<file path="config.mk">
export PLATFORM = sky130hd
export DESIGN_NAME = ssaa_queue
export DESIGN_NICKNAME = d
export VERILOG_FILES = /design/src/ssaa_pkg.sv /design/src/ssaa_queue.sv
export SDC_FILE = /design/constraint.sdc
export NUM_CORES = 1
export LEC_CHECK = 0
export BUFFER_PORTS_ARGS = -buffer_cell sky130_fd_sc_hd__clkbuf_2
export CAP_MARGIN = 20
export CORE_ASPECT_RATIO = 1.25
export CORE_MARGIN = 5
export CORE_UTILIZATION = 59
export CTS_CLUSTER_DIAMETER = 50
export DETAILED_ROUTE_END_ITERATION = 6
export PLACE_DENSITY = 0.82
export SLEW_MARGIN = 20
export SYNTH_ARGS = -nofsm -noshare
export SYNTH_HDL_FRONTEND = slang
export SYNTH_SLANG_ARGS = --single-unit
export TNS_END_PERCENT = 5
</file>
<file path="constraint.sdc">
create_clock -name i_clk -period 4.2 [get_ports i_clk]
set_input_delay 0.42 -clock i_clk [delete_from_list [all_inputs] [get_ports i_clk]]
set_output_delay 0.42 -clock i_clk [all_outputs]
set_load 0.005 [all_outputs]
</file>
<file path="src/ssaa_pkg.sv">
// ----------------------------------------------------------------------------
// ssaa_pkg
// Shared types and constants of the block downscaler: pixel width, register
// indexes and reset values, Gaussian weights, queue status and config beat.
// ----------------------------------------------------------------------------
package ssaa_pkg;

    localparam int PIX_W     = 8;
    localparam int OUT_COL_W = 11;
    localparam int CFG_IDX_W = 2;
    localparam int CFG_DAT_W = 13;
    localparam int SCALE_W   = 4;
    localparam int WIDTH_W   = 13;
    localparam int Q_DEPTH   = 4;

    localparam logic [CFG_IDX_W-1:0] CFG_SCALE_FACTOR = 2'd0;
    localparam logic [CFG_IDX_W-1:0] CFG_COLOR_MODE   = 2'd1;
    localparam logic [CFG_IDX_W-1:0] CFG_INPUT_WIDTH  = 2'd2;

    localparam logic [SCALE_W-1:0] RST_SCALE_FACTOR = 4'd2;
    localparam logic               RST_COLOR_MODE   = 1'b1;
    localparam logic [WIDTH_W-1:0] RST_INPUT_WIDTH  = 13'd4096;

    localparam int GAUSS_F   = 3;
    localparam int GAUSS_DIV = 16;

    localparam logic [2:0] GAUSS_W [3][3] = '{
        '{3'd1, 3'd2, 3'd1},
        '{3'd2, 3'd4, 3'd2},
        '{3'd1, 3'd2, 3'd1}
    };

    typedef struct packed {
        logic                 we;
        logic [CFG_IDX_W-1:0] index;
        logic [CFG_DAT_W-1:0] data;
    } t_cfg_wr;

    typedef struct packed {
        logic empty;
        logic full;
        logic last_slot;
    } t_q_status;

endpackage

</file>
<file path="src/ssaa_queue.sv">
// ----------------------------------------------------------------------------
// ssaa_queue
// Short register queue between the accumulating front and the dividing back.
// ----------------------------------------------------------------------------
module ssaa_queue #(
    parameter int WIDTH = 8,
    parameter int DEPTH = 4
) (
    input  logic                  i_clk,
    input  logic                  i_rst_n,
    input  logic                  i_push,
    input  logic [WIDTH-1:0]      i_data,
    input  logic                  i_pop,
    output logic [WIDTH-1:0]      o_data,
    output ssaa_pkg::t_q_status   o_stat
);
    import ssaa_pkg::*;

    localparam int PTR_W = (DEPTH > 1) ? $clog2(DEPTH) : 1;
    localparam int CNT_W = $clog2(DEPTH + 1);

    logic [WIDTH-1:0] r_mem [DEPTH];
    logic [PTR_W-1:0] r_wr_ptr;
    logic [PTR_W-1:0] r_rd_ptr;
    logic [CNT_W-1:0] r_count;
    logic             do_push;
    logic             do_pop;

    assign do_push = i_push && (r_count != CNT_W'(DEPTH));
    assign do_pop  = i_pop && (r_count != '0);

    always_ff @(posedge i_clk) begin
        if (!i_rst_n) begin
            r_wr_ptr <= '0;
            r_rd_ptr <= '0;
            r_count  <= '0;
        end else begin
            if (do_push) begin
                r_wr_ptr <= (r_wr_ptr == PTR_W'(DEPTH - 1)) ? '0 : r_wr_ptr + 1'b1;
            end
            if (do_pop) begin
                r_rd_ptr <= (r_rd_ptr == PTR_W'(DEPTH - 1)) ? '0 : r_rd_ptr + 1'b1;
            end
            if (do_push && !do_pop) begin
                r_count <= r_count + 1'b1;
            end else if (do_pop && !do_push) begin
                r_count <= r_count - 1'b1;
            end
        end
    end

    always_ff @(posedge i_clk) begin
        if (do_push) begin
            r_mem[r_wr_ptr] <= i_data;
        end
    end

    assign o_data           = r_mem[r_rd_ptr];
    assign o_stat.empty     = (r_count == '0);
    assign o_stat.full      = (r_count == CNT_W'(DEPTH));
    assign o_stat.last_slot = (r_count == CNT_W'(DEPTH - 1));

endmodule

</file>
Yosys cells after proc, flatten, opt, wreduce, memory -nomap -nowiden
Memory sizes are Yosys's and may differ from the RTL's. A register that Yosys moved wholly into a read port is not among the register bits.
Cells that the tools add are included.
W data, S select, Z words.
{"block": "word_totals", "register_bits": 7, "ram_bits": 32, "inputBits": 12, "out_inout_bits": 11, "word_cells": 30, "memories": 1}
{"block": "classes", "n_addsub": 4, "eq_ne": 5, "mux": 8, "n_reduce_logical": 9}
{"memory": "r_mem", "words": 4, "word_bits": 8, "read_ports": 1, "rd_clocked_by_memory_dff": 1, "write_ports": 1, "line_no": "ssaa_queue.sv:22", "source": "logic [WIDTH-1:0] r_mem [DEPTH];"}
{"op": "$mux W2", "count": 4}
{"op": "$mux W3", "count": 2}
{"op": "$add A2 B1 Y2 const B", "count": 2}
{"op": "$eq A2 B2 Y1 const B", "count": 2}
{"op": "$logic_and A1 B1 Y1", "count": 4}
{"op": "$add A3 B1 Y3 const B", "count": 1}
{"op": "$eq A3 B2 Y1 const B", "count": 1}
{"op": "$eq A3 B3 Y1 const B", "count": 1}
{"op": "$logic_not A3 Y1", "count": 1}
{"op": "$ne A3 B3 Y1 const B", "count": 1}
{"op": "$reduce_bool A3 Y1", "count": 1}
{"op": "$sub A3 B1 Y3 const B", "count": 1}
{"op": "$logic_not A1 Y1", "count": 2}
{"op": "$mux W1", "count": 2}
{"op": "$reduce_bool A2 Y1", "count": 1}

Depth between registers and ports, before layout
Gate-level depths: netlist of run 1.
{"block": "depth", "depth_word": 6, "depth_mapped": 9, "depth_no_buf": 8}

Worst setup path before layout of run 1
Ideal clock, no wire load.
{"block": "synth_timing", "path_type": "reg2reg", "start": "register r_count[0]", "end": "register r_count[2]", "setup_time_ps": 76, "arrival_ps": 2137, "t_required_ps": 4124, "slack_ps": 1988, "stages_incl_launch_ff": 8, "path_buffers": 0, "synth_period_minus_slack_ps": 2212, "cell_sequence": "dfxtp_1 > o31ai_1 > ha_1 > inv_1 > fa_1 > xor2_1 > or3_2 > a21boi_0"}
{"block": "synth_between", "elab_chain_cells": 5, "elab_cells_between_ends": 13, "cone_classes": "add/sub: 2; eq/ne: 1; mux: 2; reduce/logical: 8"}
{"item": "from (decl)", "line_no": "ssaa_queue.sv:25", "source": "logic [CNT_W-1:0] r_count;"}
{"item": "from (signal assigned)", "line_no": "ssaa_queue.sv:45", "source": "r_count <= r_count + 1'b1;"}
{"item": "from (signal assigned)", "line_no": "ssaa_queue.sv:47", "source": "r_count <= r_count - 1'b1;"}
{"item": "parallel branches: the longest is 5 deep, another holds $sub A3 B1 Y3"}
Several ways; the timed one is not identified. The select of a mux whose other input is x is not followed.
A chain may end at the register's enable or synchronous reset.

Worst setup path in the final report of run 1
Same ends and word-level chain as after synthesis.

==> results of run 1 <==
[cell usage after synthesis]
cell type and n:
nor2b_1 2, dfxtp_1 9, nand3_1 2, o21ai_0 3, inv_1 3, fa_1 1, nor2_1 3, xnor2_1 1
nor3b_2 1, edfxtp_1 32, mux4_2 8, clkbuf_1 1, nor3_1 1, buf_1 1, buf_2 2, o31ai_1 1
mux2i_1 3, nand2_1 7, or3_2 1, and2_1 5, xor2_1 1, ha_1 6, a21boi_0 1
[sequential cells by signal, indices dropped and copies added (netlist names), named ones only]
signal,flops
r_mem,32
r_count,3
r_rd_ptr,2
r_wr_ptr,2
[layer usage]
layer  part of all wire (%)  track usage (%)  wire length, um
met1                     40             16.7              968
met2                     52             25.1             1260
met3                    5.8             4.84              143
met4                    2.9             6.96               71
met5                      0                0                0
[power by group through the flow]
stage / Combinational [mW] / Clock, mW / Sequential [mW]
detailed placement: 0.246 / 0 / 0.566
finish: 0.244 / 0.263 / 0.555
global placement: 0.237 / 0 / 0.562
CTS: 0.249 / 0.266 / 0.557
floorplan: 0.191 / 0 / 0.534
global route: 0.272 / 0.287 / 0.566
[per-stage QoR]
step | utilization, % | setup WS (ns)
floorplan | - | 1.99
global placement | 66.2 | 1.86
detailed placement | 66.2 | 1.70
CTS | 69.5 | 1.70
global route | 69.5 | 1.52
finish | 69.5 | 1.74
[critical path, cell delays in order, from the launching register on]
cell      delay [ns]
dfxtp_1         0.49
nor3b_2         0.09
nor2b_1         0.38
ha_1            0.27
inv_1           0.06
fa_1            0.38
xor2_1          0.16
or3_2           0.41
a21boi_0        0.16
[layout by cell type, fill, tap and decap left out, drive strengths merged, types with 2 or more instances in the layout]
cell type  synthesis  routed
ha                 6       6
nand2              7       7
nor2b              2       2
dfxtp              9       9
nor2               3       3
nand3              2       2
mux2i              3       3
mux4               8       8
inv                3       3
and2               5       5
edfxtp            32      32
clkbuf             1      28
o21ai              3       3
[path summary, 6_finish.rpt]
check	from	endpoint	slack, ns	depth (start not counted)
max	r_count[0]$_SDFFE_PN0P_	r_count[2]$_SDFFE_PN0P_	1.74	8
min	i_data[7]	r_mem[2][7]$_DFFE_PP_	0.28	1
min reg2reg	r_wr_ptr[1]$_SDFFE_PN0P_	r_wr_ptr[1]$_SDFFE_PN0P_	0.51	2
max reg2reg	r_count[0]$_SDFFE_PN0P_	r_count[2]$_SDFFE_PN0P_	1.74	8
[cell type report]
class                           count  area (um^2)  area share, %
Sequential cell                    41         1140           61.2
Multi-Input combinational cell     47          469           25.2
Timing Repair Buffer               22          110           5.91
Clock buffer                        6         51.3           2.75
Tap cell                           34         42.5           2.28
Clock inverter                      2         37.5           2.01
Inverter                            3         11.3          0.604
[kinds of logic (layout without fill, tap and decap cells)]
| kind of cell | after synthesis | in the layout | share of synthesized area, % |
|---|---|---|---|
| simple gates | 22 | 22 | 7.10 |
| xor+xnor | 2 | 2 | 1.07 |
| mux | 11 | 11 | 12.8 |
| fa+ha+maj | 7 | 7 | 5.80 |
| flops | 41 | 41 | 69.6 |
| compound gates | 5 | 5 | 1.83 |
| buf+inv | 7 | 33 | 1.76 |
==> flow_summary_export.csv, run 1 <==
group,metric,value,unit
synth,ys_seq_area_share,69.6,%
worst_setup_path,start_kind,"flop",
clocking,clk_pin_slew,0.12,ns
synth,synth_area_leader_cell,"edfxtp_1",
final_layout,fillers,194,
pwr,p_per_area,569,nW/um^2
global_route,gr-usage-all-layers,14.7,%
detailed_routing,wl_per_cell,15.8,um
worst_setup_path,worstSetupEndpointType,"flop",
timing,rsz0062_at_grt,"no",
final_layout,finalNetCount,139,
clocking,cts_made_buffers,5,
placed_design,port-buffer-count,22,
pwr,clock_power_share,24.7,%
detailed_routing,drt_pass1_iterations,4,
pwr,irDropWorstVdd,543,uV
synth,synthTopCellsByArea,"edfxtp_1 59%, dfxtp_1 11%, mux4_2 11%, ha_1 4.6%, and2_1 1.9%",
placed_design,placedCellCount,147,
final_layout,final_layout_size_suffix_gt1_share,33.1,%
placed_design,postPlaceCellArea,1770,um^2
floorplanning,die_h,68.9,um
synth,synth_area,1640,um^2
detailed_routing,drc_errors,0,
timing,relSlewSlack,63.2,%
global_route,grt_pass1_wl,4.12,mm
clocking,ctsResizeCount,0,
placed_design,routabilityCongestion,0.724,
pwr,intPower,779,uW
timing,period_share,58.5,%
timing,fmax,0.407,GHz
global_route,antenna_found_initial,0,
detailed_routing,drtIter0Drc,26,
timing,finalHoldWorstSlack,0.284,ns
worst_setup_path,cp.required,4.48,ns
clocking,cts_sinks,41,
timing,setup_viol,0,
synth,syn_avg_cell_area,17.3,um^2
global_route,grt_max_degree,14,
pwr,p_leak,0.689,nW
pwr,p_sw_share,26.6,%
timing,final_max_slew_viol_count,0,
clocking,post_cts_buffers,0,
timing,fin_setup_tns,0,ns
timing,tightest_slew,0.547,ns
clocking,root_buffer,"clkbuf_4",
floorplanning,num_rows,21,
run_status,status,"finished clean",
floorplanning,io_pins,23,
detailed_routing,wirelength,2.45,mm
pwr,p_switching,282,uW
detailed_routing,vias_per_cell,5.32,
floorplanning,die_w,57.1,um
final_layout,num_antenna_cells,0,
final_layout,syn_to_final_growth,13.7,%
synth,ys_warn_count,0,
synth,ys_ff_latch,41,
clocking,clkLatencyLatePin,0.34,ns
global_route,grt_pass1_vias,884,
global_route,grt_overflow,0,
floorplanning,dieArea,3940,um^2
timing,period_needed,2.46,ns
synth,ys_types,23,
synth,netlist.area_leader.share,58.6,%
clocking,tritoncts,"built",
synth,syn-num-nets,114,
min_path,holdCritPathClass,"input pin to flop",
timing,finalHoldViolCount,0,
synth,syn_inst,95,
clocking,cts_max_level,2,
timing,skew,0.00538,ns
worst_setup_path,crit_fanout,7,
pwr,p_comb_share,23.0,%
clocking,postCtsHoldBufs,0,
worst_setup_path,critPathArrivalTime,2.74,ns
pwr,p_total,1.06,mW
detailed_routing,dr_total_vias,825,
worst_setup_path,critical_path_class,"flop to flop",
floorplanning,initial_core_util,61.2,%
detailed_routing,ant_nets,0,
job,maxCapViolations,0,
final_layout,finalNonFillerCells,155,
pwr,share_seq_of_total_power,52.3,%
clocking,clock_path_buffers,2,
final_layout,design_area,1860,um^2
floorplanning,coreArea,2680,um^2
placed_design,dpl.hpwl,1.84,mm
Power figures use the tool's default switching activity.
==> run 2: changes to the inputs <==
CORE_UTILIZATION = 50   (was 59)
PLACE_DENSITY = 0.74   (was 0.82)
clock period = 2.08 ns   (was 4.2 ns; I/O delays follow)
==> flow_summary_export.csv, run 2 (synthesis results as in run 1) <==
group,metric,value,unit
floorplanning,die_h,74.0,um
global_route,grt_pass1_wl,4.47,mm
worst_setup_path,slowest_delay,0.36,ns
final_layout,finalNetCount,147,
global_route,grt_overflow,0,
placed_design,port-buffer-count,22,
final_layout,fin_util,61.8,%
final_layout,num_antenna_cells,0,
worst_setup_path,critPathArrivalTime,2.21,ns
final_layout,fillers,243,
global_route,gr-usage-all-layers,14.3,%
timing,fmax,0.502,GHz
worst_setup_path,slowest_stage,"fa_2",
clocking,cts_sinks,41,
pwr,p_per_area,1160,nW/um^2
floorplanning,num_rows,23,
timing,tightest_slew,0.437,ns
timing,period_share,95.7,%
final_layout,largest_reg_flops,32,
floorplanning,die_w,61.2,um
timing,relSlewSlack,70.8,%
detailed_routing,vias_per_cell,5.11,
clocking,cts_max_level,2,
placed_design,dpl.hpwl,1.92,mm
clocking,cts_made_buffers,5,
timing,rsz0062_at_grt,"no",
worst_setup_path,start_kind,"flop",
worst_setup_path,cp.required,2.30,ns
floorplanning,io_pins,23,
clocking,clk_pin_slew,0.07,ns
final_layout,reg_top3,"r_mem: 32 flops, r_count: 3 flops",
worst_setup_path,crit_buf_inv,2,
worst_setup_path,worstSetupEndpointType,"flop",
detailed_routing,drt_pass1_iterations,2,
final_layout,final_layout_size_suffix_gt1_share,43.4,%
final_layout,syn_to_final_growth,20.5,%
timing,skew,0.00374,ns
timing,finalHoldViolCount,0,
timing,period_needed,1.99,ns
final_layout,mostFrequentLayoutCells,"32 x edfxtp_1, 22 x clkbuf_2, 8 x mux4_2, 7 x nand2_1, 7 x buf_4",
worst_setup_path,cpLargestDelayFamily,"adder cells",
timing,final_max_slew_viol_count,0,
detailed_routing,drc_errors,0,
pwr,irDropWorstVdd,840,uV
global_route,antenna_found_initial,0,
final_layout,final_common_cell,"edfxtp_1",
placed_design,pre_cts_ws,-0.0882,ns
placed_design,routabilityCongestion,0.722,
worst_setup_path,rrSetupSlack,0.09,ns
clocking,clkLatencyLatePin,0.29,ns
timing,setup_slack,0.0899,ns
worst_setup_path,rr_endpoint,"r_count[2]$_SDFFE_PN0P_",
worst_setup_path,cp.depth,8,
run_status,status,"finished clean",
worst_setup_path,critical_path_class,"flop to flop",
clocking,root_buffer,"clkbuf_8",
worst_setup_path,crit_fanout,5,
global_route,grt_max_degree,14,
min_path,min_path_cells,1,
timing,setup_viol,0,
clocking,tritoncts,"built",
global_route,grt_pass1_vias,941,
clocking,postCtsHoldBufs,0,
pwr,p_total,2.28,mW
final_layout,max_flop_register,"r_mem",
floorplanning,coreArea,3190,um^2
detailed_routing,ant_nets,0,
worst_setup_path,rr_worst_depth,8,
detailed_routing,wirelength,2.64,mm
clocking,clock_path_buffers,2,
detailed_routing,dr_total_vias,848,
pwr,p_leak,0.728,nW
detailed_routing,wl_per_cell,15.9,um
placed_design,placedCellCount,156,
min_path,holdCritPathClass,"input pin to flop",
min_path,min_from,"i_data[7]",
floorplanning,initial_core_util,51.3,%
detailed_routing,drtIter0Drc,21,
worst_setup_path,worstPathCellList,"buf_6 -> o31ai_4 -> ha_4 -> inv_2 -> fa_2 -> xor2_2 -> or3_4 -> a21boi_2",
min_path,whs_endpoint,"r_mem[1][7]$_DFFE_PP_",
floorplanning,dieArea,4530,um^2
worst_setup_path,rr_startpoint,"r_count[2]$_SDFFE_PN0P_",
final_layout,finalNonFillerCells,166,
job,maxCapViolations,0,
timing,finalHoldWorstSlack,0.139,ns
run 2: cell types whose count changed in the layout (fill, tap and decap cells not counted), moves of 3 or more:
cell      change
dfxtp_2       +3
buf_4         +7
dfxtp_1       -3
clkbuf_4      -5
clkbuf_8      +4
run 2: how the worst max path moves through the flow:
| stage | end | slack (ns) | start |
|---|---|---|---|
| after floorplan | r_count[2]$_SDFFE_PN0P_ | 0.02 | r_count[2]$_SDFFE_PN0P_ |
| after global placement | r_count[2]$_SDFFE_PN0P_ | 0.06 | r_count[0]$_SDFFE_PN0P_ |
| after detailed placement | r_count[2]$_SDFFE_PN0P_ | -0.09 | r_count[2]$_SDFFE_PN0P_ |
| after CTS | r_count[2]$_SDFFE_PN0P_ | 0.01 | r_count[2]$_SDFFE_PN0P_ |
| after global routing | r_count[2]$_SDFFE_PN0P_ | 0.02 | r_count[2]$_SDFFE_PN0P_ |
| final | r_count[2]$_SDFFE_PN0P_ | 0.09 | r_count[2]$_SDFFE_PN0P_ |
run 2: worst reg2reg max path, stage by stage, from the launching register on:
cell	delay, ns
dfxtp_2	0.33
buf_6	0.12
o31ai_4	0.23
ha_4	0.18
inv_2	0.04
fa_2	0.36
xor2_2	0.20
or3_4	0.33
a21boi_2	0.13
run 2: cell type report:
class	count	area, um^2	area share [%]
inverters	3	11.3	0.570
clock inverters	2	11.3	0.570
well taps	37	46.3	2.34
flip-flops and latches	41	1140	57.9
multi-input cells	47	515	26.1
clock buffers	6	72.6	3.67
repair buffers	30	174	8.80
run 2: timing repair:
| action | 4_1_cts | 5_1_grt |
|---|---|---|
| pin swaps | 5 | 3 |
| endpoints found under the setup margin | 1 | 1 |
| gates resized for setup | 9 | 1 |
| cloned | 0 | 0 |
| setup buffers | 2 | 0 |
run 2: power by group:
| group | internal, mW | switching [mW] |
|---|---|---|
| Sequential | 1.01 | 0.0902 |
| Combinational | 0.399 | 0.296 |
| Clock | 0.232 | 0.252 |
run 2: metrics by stage:
| stage | TNS (ns) | instance area, um^2 |
|---|---|---|
| finish | 0 | 1980 |
| global route | 0 | 1980 |
| CTS | 0 | 1980 |
| detailed placement | -0.0882 | 1850 |
| global placement | 0 | 1850 |
| floorplan | 0 | 1670 |
run 2: per-layer routing:
| layer | GRT usage, % | up-vias | part of all wire [%] |
|---|---|---|---|
| li1 | - | 422 | - |
| met1 | 15.4 | 401 | 37 |
| met2 | 24.9 | 19 | 55 |
| met3 | 4.69 | 6 | 5.4 |
| met4 | 6.75 | 0 | 2.3 |
| met5 | 0 | - | 0 |
